$ cat config.mk
export PLATFORM = sky130hd
export DESIGN_NAME = npf_out_fifo
export DESIGN_NICKNAME = d
export VERILOG_FILES = /design/src/rtl/core/npf_pkg.sv /design/src/rtl/core/npf_out_fifo.sv
export SDC_FILE = /design/constraint.sdc
export NUM_CORES = 1
export LEC_CHECK = 0
export BUFFER_PORTS_ARGS = -buffer_cell sky130_fd_sc_hd__buf_2
export CELL_PAD_IN_SITES_DETAIL_PLACEMENT = 2
export CELL_PAD_IN_SITES_GLOBAL_PLACEMENT = 2
export CORE_AREA = 2 2 105 107
export CTS_BUF_LIST = sky130_fd_sc_hd__clkbuf_2 sky130_fd_sc_hd__clkbuf_4 sky130_fd_sc_hd__clkbuf_8
export CTS_CLUSTER_DIAMETER = 30
export CTS_CLUSTER_SIZE = 30
export DETAILED_ROUTE_END_ITERATION = 10
export DIE_AREA = 0 0 107 109
export GPL_TIMING_DRIVEN = 0
export PLACE_DENSITY = 0.91
export SLEW_MARGIN = 10
export SYNTH_ARGS = -nofsm -noshare
export SYNTH_HDL_FRONTEND = slang
export SYNTH_SLANG_ARGS = --single-unit
$ cat constraint.sdc
create_clock -name clk -period 4.5 [get_ports clk]
set_input_delay 0.9 -clock clk [delete_from_list [all_inputs] [get_ports clk]]
set_output_delay 0.9 -clock clk [all_outputs]
set_load 0.05 [all_outputs]
$ cat src/rtl/core/npf_pkg.sv
// Shared constants and types of the negacyclic polynomial fold core.
// No dependencies; compiled before every other file of the core.
package npf_pkg;

  // Default sizing of the accumulator store.
  localparam int MAX_DEGREE_DEF = 1024;
  localparam int ACC_WIDTH_DEF  = 48;

  // Fixed field widths.
  localparam int DEG_W   = 11;
  localparam int COEFF_W = 32;

  localparam logic [DEG_W-1:0] RING_DEGREE_RESET = 11'd1024;

  // Operation carried by an input word.
  typedef enum logic {
    OP_ACCUMULATE = 1'b0,
    OP_DRAIN      = 1'b1
  } opcode_t;

  // Control of the read-modify-write stage.
  typedef struct packed {
    logic valid;
    logic drain;
    logic neg;
    logic last;
    logic fwd;
  } s1_ctrl_t;

endpackage

$ cat src/rtl/core/npf_out_fifo.sv
// Two-word result queue between the read-modify-write stage and the output.
// Depends on npf_pkg.
module npf_out_fifo import npf_pkg::*; #(
  parameter int WIDTH = ACC_WIDTH_DEF + 2
) (
  input  logic             clk,
  input  logic             rst_n,
  input  logic             push,
  input  logic [WIDTH-1:0] push_data,
  output logic             pop_valid,
  input  logic             pop_ready,
  output logic [WIDTH-1:0] pop_data,
  output logic [1:0]       count
);

  logic [WIDTH-1:0] mem_r [2];
  logic             wr_ptr_r;
  logic             rd_ptr_r;
  logic [1:0]       count_r;
  logic             pop;

  assign pop = pop_valid && pop_ready;

  // Pointers and fill level.
  always_ff @(posedge clk) begin
    if (!rst_n) begin
      wr_ptr_r <= 1'b0;
      rd_ptr_r <= 1'b0;
      count_r  <= 2'd0;
    end else begin
      if (push) begin
        wr_ptr_r <= ~wr_ptr_r;
      end
      if (pop) begin
        rd_ptr_r <= ~rd_ptr_r;
      end
      count_r <= count_r + {1'b0, push} - {1'b0, pop};
    end
  end

  // Storage of the queued words.
  always_ff @(posedge clk) begin
    if (push) begin
      mem_r[wr_ptr_r] <= push_data;
    end
  end

  assign pop_valid = (count_r != 2'd0);
  assign pop_data  = mem_r[rd_ptr_r];
  assign count     = count_r;

endmodule

==> metrics, run 1 <==
slowest CP cell dfxtp_1; vias post-DR 2022; post-synth cell types 15; Worst Skew 0.01077 ns; dpl hpwl 5904 um; hold path depth 2; Combinational Power Share 35.9%; Peak supply drop 0.3186 mV; Die ar. 11660 um2; Area after DPL 4892 um2; Overall Global Routing Usage 14.19%; sequential area share after synthesis 75.63%; layout cells sized above 1 60.26%; Skew-Pair Late Insertion Delay 0.35 ns; Final Wtd Congestion 0.6342; Reg2Reg Setup Slack 2.89 ns; largest net degree at the start of global routing 34; Leak 2.005 nW; area grow syn2layout 23.91%; CTS tree done; footprint of the multi-input gates 889.6 um2; Clk network pwr share 20.8%; Reg power frac 43.2%; vias in the first global route 2272; Critical Path RT 3.60 ns; First-pass DRT Iterations 4; most common library cell in the layout ignoring fill and taps buf_2; # placed instances 427; CP max stage delay 0.34 ns; Routed WL 7946 um; Clk pin slew, worst setup/hold paths 0.09 ns; initial core utilization 38.69%; final setup fails 0; row cnt 38; Non-Filler Instances 443; CP Class reg -> out; Rel. slew slack 57.91%; status completed; syn_nets 234; num ports 107; antenna violations before repair 2; # clock sinks 105; Pins Over Slew Limit 0; crit-path cells buf_6 -> buf_12 -> mux2_4 -> buf_2; RSZ-0062 raised after global routing false; Sw Share 34.69%; vias per std cell 4.564; Pint 1.757 mW; FMAX 0.4099 GHz; synthesized area 4103 um2; critical path arrival 1.54 ns; final cycle utilization of the critical path 54.21%; most frequent cells in the layout 106 x buf_2, 100 x edfxtp_1, 50 x mux2_4; Post-CTS Resized 0; htree depth 3; maxcap violations 0; net switching power 933.5 uW; IO buf count 106; fin util 47.95%; Post-CTS Setup Bufs 0; # DRC 0; worst-path fanout max 10; # hold bufs at CTS 0; HP Class reg -> reg; Chip Width 107 um; first-pass GRT wire length 12030 um; NumNets Final 354; per-cell routed wire length 17.94 um; initial DRC count 61; Worst Max-Slew Pin Slew 0.6300 ns; Yosys warning total 0; post-route ant nets 0; fill cell count 1009; Mapped Cells 178; Worst setup EP type primary output; Syn Area/Cell 23.05 um2; Final Instance Area 5084 um2; count of state elements after synthesis 105; startpoint type of the worst setup path flop; grt total ovfl 0; final hold slack 0.5006 ns; clock buffer depth 2; Tmin final 2.440 ns; Final Hold Vio Count 0; Pwr Density 529.3 nW/um2; TNS Setup 0 ns; Num CTS Buffers 9; Reg area 3103 um2; core area 10600 um2; Die H 109 um; Root Driver clkbuf_8; Register-to-Register Path Depth 3
final cells by class:
cell class | count | share of cell area (%)
Multi-Input combinational cell | 65 | 17.50
Clock buffer | 10 | 2.584
Tap cell | 140 | 3.446
Inverter | 2 | 0.1477
Buffer | 6 | 2.191
Clock inverter | 5 | 1.132
Timing Repair Buffer | 109 | 11.91
Sequential cell | 105 | 61.04
Antenna cell | 1 | 0.04922
stage by stage:
stage          worst slack, ns  total power [mW]
6_report                 2.060             2.691
5_1_grt                  1.995             2.801
4_1_cts                  2.013             2.740
3_5_place_dp             2.148             2.173
3_3_place_gp           -0.4939             2.130
2_1_floorplan           0.8879             1.970
state kept, by name (all words and copies together), names as in the netlist, named ones only:
name and flops:
mem_r 100, count 2, rd_ptr_r 1, wr_ptr_r 1
power groups by stage:
stage / combinational, mW / clock (mW) / sequential, mW
after global placement: 0.948 / 0 / 1.18
after CTS: 0.986 / 0.589 / 1.17
after global routing: 1.02 / 0.617 / 1.17
final: 0.967 / 0.560 / 1.16
after detailed placement: 0.985 / 0 / 1.19
after floorplan: 0.761 / 0 / 1.21
worst max-delay path, delay by kind of cell, from the launching register on:
kind,cells,cell delay [ns]
buffers and inverters,3,0.54
DFF,1,0.34
muxes,1,0.30
cells in the mapped netlist:
cell type | count | area share, %
edfxtp_1 | 100 | 73
mux2_4 | 50 | 18
buf_12 | 5 | 2.4
dfxtp_1 | 5 | 2.4
nor2b_1 | 3 | 0.46
and2_1 | 2 | 0.30
ha_1 | 2 | 0.61
inv_1 | 2 | 0.18
mux2i_1 | 2 | 0.49
o21a_1 | 2 | 0.37
buf_6 | 1 | 0.27
nand2_1 | 1 | 0.091
nand2b_1 | 1 | 0.15
or2_2 | 1 | 0.15
xnor3_1 | 1 | 0.55
metal layers:
metal  GRT usage, %  wire length (um)
met5              0                14
met4          5.937               122
met3          3.766               424
met2          25.93              4267
met1          15.66              3117
kinds of logic after synthesis:
family | share of synthesized area (%)
flops | 75.63
mux | 18.79
buf+inv | 2.897
simple gates | 1.159
compound gates | 0.3659
fa+ha+maj | 0.6098
xor+xnor | 0.5489
path summary, 6_finish.rpt:
path                                endpoint     start
worst max-delay path            pop_data[40]      flop
worst min register to register      rd_ptr_r  rd_ptr_r
worst min-delay path                rd_ptr_r  rd_ptr_r
worst max register to register  mem_r[0][43]  wr_ptr_r
Note: power is estimated with default switching activity, not from simulation.
==> run 2, diff against run 1 <==
--- a/config.mk
+++ b/config.mk
@@ -8,14 +8,14 @@
 export BUFFER_PORTS_ARGS = -buffer_cell sky130_fd_sc_hd__buf_2
 export CELL_PAD_IN_SITES_DETAIL_PLACEMENT = 2
 export CELL_PAD_IN_SITES_GLOBAL_PLACEMENT = 2
-export CORE_AREA = 2 2 105 107
+export CORE_AREA = 2 2 110 112
 export CTS_BUF_LIST = sky130_fd_sc_hd__clkbuf_2 sky130_fd_sc_hd__clkbuf_4 sky130_fd_sc_hd__clkbuf_8
 export CTS_CLUSTER_DIAMETER = 30
 export CTS_CLUSTER_SIZE = 30
 export DETAILED_ROUTE_END_ITERATION = 10
-export DIE_AREA = 0 0 107 109
+export DIE_AREA = 0 0 112 114
 export GPL_TIMING_DRIVEN = 0
-export PLACE_DENSITY = 0.91
+export PLACE_DENSITY = 0.87
 export SLEW_MARGIN = 10
 export SYNTH_ARGS = -nofsm -noshare
 export SYNTH_HDL_FRONTEND = slang
==> constraint.sdc (replaced) <==
create_clock -name clk -period 2.17 [get_ports clk]
set_input_delay 0.434 -clock clk [delete_from_list [all_inputs] [get_ports clk]]
set_output_delay 0.434 -clock clk [all_outputs]
set_load 0.05 [all_outputs]
==> run 2 against run 1 <==
Sequential power increased by 110%. Sequential share of layout area increased by 0.48 points. Non-clock buffer count decreased by 1. Die area increased by 9.5%. Clock power increased by 96%. Final area decreased by 0.79%.
==> metrics, run 2 (same netlist as run 1, synthesis figures left out) <==
Final Wtd Congestion 0.6496 (+2.4%); Hold Crit Start push_data[44]; final setup fails 0 (unchanged); post-route ant nets 0 (unchanged); first-pass GRT wire length 11920 um (-0.91%); Pwr Density 1089 nW/um2 (+110%); TNS Setup 0 ns (unchanged); Die ar. 12770 um2 (+9.5%); Clk pin slew, worst setup/hold paths 0.10 ns (about the same); Die H 114 um (+4.6%); Worst Max-Slew Pin Slew 0.7743 ns (+0.1443 ns); Peak supply drop 0.6269 mV (+97%); slowest CP cell dfxtp_1; Chip Width 112 um (+4.7%); vias per std cell 4.474 (-2.0%); clock buffer depth 2 (unchanged); pre-CTS WS 0.2674 ns (-1.881 ns); NumNets Final 353 (-0.28%); hold path depth 1 (-1); critical register-to-register path startpoint wr_ptr_r; Leak 1.987 nW (-0.88%); Skew-Pair Late Insertion Delay 0.37 ns (+0.02 ns); max FFs per register 100 (unchanged); Final Hold Vio Count 0 (unchanged); vias post-DR 2009 (-0.64%); Area after DPL 4866 um2 (-0.54%); initial DRC count 39 (-36%); Num CTS Buffers 9 (unchanged); worst-path fanout max 10 (unchanged); grt total ovfl 0 (unchanged); antenna violations before repair 0 (-2); Worst Slack Setup Final 0.1912 ns (-1.869 ns); initial core utilization 35.03% (-3.7 points); # clock sinks 105 (unchanged); Pins Over Slew Limit 0 (unchanged); HP Class in -> reg; IO buf count 106 (unchanged); layout cells sized above 1 60.60% (+0.33 points); Register-to-Register Path Depth 2 (-1); Worst Skew 0.007644 ns (-0.003125 ns); CTS tree done; dpl hpwl 5451 um (-7.7%); largest net degree at the start of global routing 28 (-18%); CP Class reg -> out; row cnt 40 (+5.3%); Post-CTS Setup Bufs 0 (unchanged); final cycle utilization of the critical path 91.19%; Overall Global Routing Usage 12.35% (-1.8 points); vias in the first global route 2286 (+0.62%); most common library cell in the layout ignoring fill and taps buf_2; Tmin final 1.979 ns; # DRC 0 (unchanged); largest reg by FF count mem_r; area grow syn2layout 22.93%; Reg2Reg Setup Slack 0.60 ns (-2.29 ns); crit-path cells buf_6 -> buf_12 -> mux2_4 -> buf_2; sink of the worst hold path mem_r[0][44]; status completed; Final Instance Area 5044 um2 (-0.79%); fin util 43.07% (-4.9 points); RR Endpoint mem_r[1][36]; htree depth 3 (unchanged); RSZ-0062 raised after global routing false; ant diodes 0 (-1); # hold bufs at CTS 0 (unchanged); Worst setup EP type primary output; total power 5.492 mW (+100%); Root Driver clkbuf_8; Critical Path RT 1.74 ns (-1.86 ns); per-cell routed wire length 16.91 um (-5.7%); num ports 107 (unchanged); Routed WL 7592 um (-4.5%); First-pass DRT Iterations 4 (unchanged); CP max stage delay 0.34 ns (about the same); maxcap violations 0 (unchanged); Rel. slew slack 48.27% (-9.6 points); core area 11710 um2 (+10%); critical path arrival 1.54 ns (about the same); most frequent cells in the layout 106 x buf_2, 100 x edfxtp_1, 50 x mux2_4; FMAX 0.5054 GHz; startpoint type of the worst setup path flop; Post-CTS Resized 0 (unchanged)
## run 2: per-stage QoR
| step | hold WS [ns] | std cells |
|---|---|---|
| floorplan | 0.4516 | 178 |
| global placement | 0.4595 | 431 |
| detailed placement | 0.4873 | 433 |
| CTS | 0.2211 | 449 |
| global route | 0.2180 | 449 |
| finish | 0.2496 | 449 |
## run 2: report_power, final
| group | switching [mW] | total (mW) | internal [mW] |
|---|---|---|---|
| sequential | 0.0513 | 2.41 | 2.36 |
| combinational | 1.25 | 1.98 | 0.738 |
| clock | 0.674 | 1.10 | 0.427 |
## run 2: how the worst max path moves through the flow
| stage | from | endpoint | slack (ns) | cells after the start |
|---|---|---|---|---|
| finish | flop | pop_data[4] | 0.19 | 4 |
| global route | flop | pop_data[1] | 0.12 | 4 |
| CTS | flop | pop_data[1] | 0.15 | 4 |
| detailed placement | push | mem_r[0][7] | 0.27 | 3 |
| global placement | push | mem_r[1][36] | -0.62 | 2 |
| floorplan | push | mem_r[1][0] | 0.13 | 1 |
## run 2: area by class of cell
cell class              count  area, um2
repair buffers            108      570.5
clock buffers               9      123.9
multi-input cells          65      889.6
inverters                   2      7.507
fillers                  1124       6668
plain buffers               6      111.4
well taps                 147      183.9
clock inverters             7      53.80
flip-flops and latches    105       3103
## run 2: metal layers
| layer | track usage (%) | share of wire (%) |
|---|---|---|
| met1 | 14.14 | 40 |
| met2 | 22.02 | 54 |
| met3 | 2.976 | 4.4 |
| met4 | 5.610 | 1.5 |
| met5 | 0 | 0 |
## run 2: worst max-delay path: cells and delay by family, from the launching register on
| kind | cells | cell delay, ns |
|---|---|---|
| buf+inv | 3 | 0.53 |
| flops | 1 | 0.34 |
| mux | 1 | 0.31 |
==> run 3, diff against run 2 <==
--- a/config.mk
+++ b/config.mk
@@ -8,14 +8,13 @@
 export BUFFER_PORTS_ARGS = -buffer_cell sky130_fd_sc_hd__buf_2
 export CELL_PAD_IN_SITES_DETAIL_PLACEMENT = 2
 export CELL_PAD_IN_SITES_GLOBAL_PLACEMENT = 2
-export CORE_AREA = 2 2 110 112
-export CTS_BUF_LIST = sky130_fd_sc_hd__clkbuf_2 sky130_fd_sc_hd__clkbuf_4 sky130_fd_sc_hd__clkbuf_8
+export CORE_AREA = 2 2 112 114
 export CTS_CLUSTER_DIAMETER = 30
-export CTS_CLUSTER_SIZE = 30
+export CTS_CLUSTER_SIZE = 14
 export DETAILED_ROUTE_END_ITERATION = 10
-export DIE_AREA = 0 0 112 114
+export DIE_AREA = 0 0 114 116
 export GPL_TIMING_DRIVEN = 0
-export PLACE_DENSITY = 0.87
+export PLACE_DENSITY = 0.85
 export SLEW_MARGIN = 10
 export SYNTH_ARGS = -nofsm -noshare
 export SYNTH_HDL_FRONTEND = slang
==> constraint.sdc (replaced) <==
create_clock -name clk -period 2.17 [get_ports clk]
set_input_delay 0 -clock clk [delete_from_list [all_inputs] [get_ports clk]]
set_output_delay 0 -clock clk [all_outputs]
set_load 0.05 [all_outputs]
==> run 3 against run 2 <==
Wire length increased by 16%. Clock power increased by 30%. Worst setup slack improved by 0.38 ns. First-iteration DRC count increased by 10%. Sequential power about the same. Clock skew decreased by 0.0036 ns. Sequential cell count unchanged. Global-route usage increased by 1.5 points. Critical path type is now reg -> reg. Largest cell class unchanged. Largest power group unchanged.
==> metrics, run 3 (same netlist as run 1, synthesis figures left out) <==
Chip Width 114 um (+1.8%); Reg power frac 40.8% (-3.0 points); Post-CTS Resized 0 (unchanged); maxcap violations 0 (unchanged); clock buffer depth 2 (unchanged); ant diodes 0 (unchanged); largest net degree at the start of global routing 28 (unchanged); # clock sinks 105 (unchanged); HP Class in -> reg; worst-path fanout max 27 (+17); antenna violations before repair 0 (unchanged); Root Driver clkbuf_16; First-pass DRT Iterations 4 (unchanged); Leak 2.241 nW (+13%); row cnt 40 (unchanged); final cycle utilization of the critical path 73.90% (-17 points); Final Wtd Congestion 0.6620 (+1.9%); net switching power 1.995 mW (+1.2%); initial DRC count 43 (+10%); area grow syn2layout 37.27%; htree depth 3 (unchanged); IO buf count 106 (unchanged); Metal-1 WL 3498 um (+14%); Combinational Power Share 35.0% (-1.1 points); CTS tree done; Peak supply drop 0.5742 mV (-8.4%); Skew-Pair Late Insertion Delay 0.34 ns (-0.03 ns); Pint 3.923 mW (+11%); Final Instance Area 5632 um2 (+12%); Clk network pwr share 24.1% (+4.1 points); RSZ-0062 raised after global routing false; final setup fails 0 (unchanged); Worst Max-Slew Pin Slew 0.8333 ns (+0.05896 ns); Worst Skew 0.004008 ns (-0.003636 ns); Die ar. 13220 um2 (+3.6%); post-route ant nets 0 (unchanged); Worst setup EP type flop; layout cells sized above 1 50.71% (-9.9 points); most frequent cells in the layout 106 x buf_2, 100 x edfxtp_1, 51 x dlygate4sd3_1; vias post-DR 2204 (+9.7%); num ports 107 (unchanged); WL met3 254 um (-25%); Pins Over Slew Limit 0 (unchanged); dpl hpwl 5892 um (+8.1%); Sw Share 33.71% (-2.2 points); core area 11910 um2 (+1.7%); most common library cell in the layout ignoring fill and taps buf_2; total power 5.918 mW (+7.8%); Overall Global Routing Usage 13.86% (+1.5 points); vias per std cell 4.408 (-1.5%); vias in the first global route 2584 (+13%); CP Class reg -> reg; routed wl met2 4885 um (+20%); max FFs per register 100 (unchanged); Clk pin slew, worst setup/hold paths 0.06 ns (-0.04 ns); # DRC 0 (unchanged); largest reg by FF count mem_r; Rel. slew slack 44.33% (-3.9 points); startpoint type of the worst setup path flop; Num CTS Buffers 9 (unchanged); NumNets Final 404 (+14%); status completed; Tmin final 1.604 ns (-0.3752 ns); initial core utilization 34.44% (-0.59 points); per-cell routed wire length 17.66 um (+4.4%); FMAX 0.6236 GHz (+23%); Top Layer Used met4; Area after DPL 4866 um2 (unchanged); first-pass GRT wire length 13450 um (+13%); grt total ovfl 0 (unchanged); Critical Path RT 2.20 ns (+0.46 ns); critical path arrival 1.64 ns (+0.10 ns); final hold slack 0.02898 ns (-0.2206 ns); Pwr Density 1051 nW/um2 (-3.5%); Die H 116 um (+1.8%); Routed WL 8830 um (+16%); Final Hold Vio Count 0 (unchanged)
==> run 3: cell count changes in the layout (fill, tap and decap cells not counted), sizes merged <==
cell / change
inv: -2
dlygate4sd3: +51
clkinvlp: -2
clkbuf: +2
clkinv: +2
==> run 3: critical path, stage by stage, from the launching register on <==
cell and delay [ns]:
dfxtp_1 0.33, nor2b_4 0.67, buf_12 0.28
==> run 3: layout make-up <==
| type | count | area (um2) |
|---|---|---|
| Fill cell | 1113 | 6280 |
| Sequential cell | 105 | 3103 |
| Timing Repair Buffer | 159 | 1081 |
| Multi-Input combinational cell | 65 | 889.6 |
| Clock buffer | 11 | 232.7 |
| Tap cell | 147 | 183.9 |
| Buffer | 6 | 111.4 |
| Clock inverter | 5 | 22.52 |
| Inverter | 2 | 7.507 |
==> run 3: repair_timing <==
action                                 CTS  global route
hold buffers                            51             0
buffers inserted                         0             0
endpoints found under the hold margin  105             0
==> run 3: worst paths after layout <==
path	start	to	slack (ns)	cells past startpoint
worst max register to register	wr_ptr_r	mem_r[0][22]	0.57	2
worst min register to register	rd_ptr_r	flop	0.49	2
worst min-delay path	push	wr_ptr_r	0.03	3
worst max-delay path	wr_ptr_r	mem_r[0][22]	0.57	2
==> run 3: stage by stage <==
| step | setup TNS, ns | setup slack, ns | std cells | utilization, % |
|---|---|---|---|---|
| after floorplan | 0 | 0.1093 | 178 | - |
| after global placement | -58.33 | -0.6735 | 431 | 40.46 |
| after detailed placement | 0 | 0.5100 | 433 | 40.85 |
| after CTS | 0 | 0.4986 | 500 | 47.28 |
| after global routing | 0 | 0.4500 | 500 | 47.28 |
| final | 0 | 0.5664 | 500 | 47.28 |
==> run 3: power groups by stage <==
stage / sequential (mW) / combinational [mW] / clock (mW)
floorplan: 2.50 / 1.58 / 0
global placement: 2.45 / 1.97 / 0
detailed placement: 2.46 / 2.03 / 0
CTS: 2.42 / 2.10 / 1.48
global route: 2.43 / 2.17 / 1.56
finish: 2.42 / 2.07 / 1.43
==> run 3: layer usage <==
| metal | vias up | track usage, % |
|---|---|---|
| met1 | 1093 | 14.82 |
| met5 | - | 0 |
| met4 | 0 | 7.073 |
| met2 | 62 | 26.27 |
| met3 | 13 | 2.354 |
| li1 | 1036 | - |
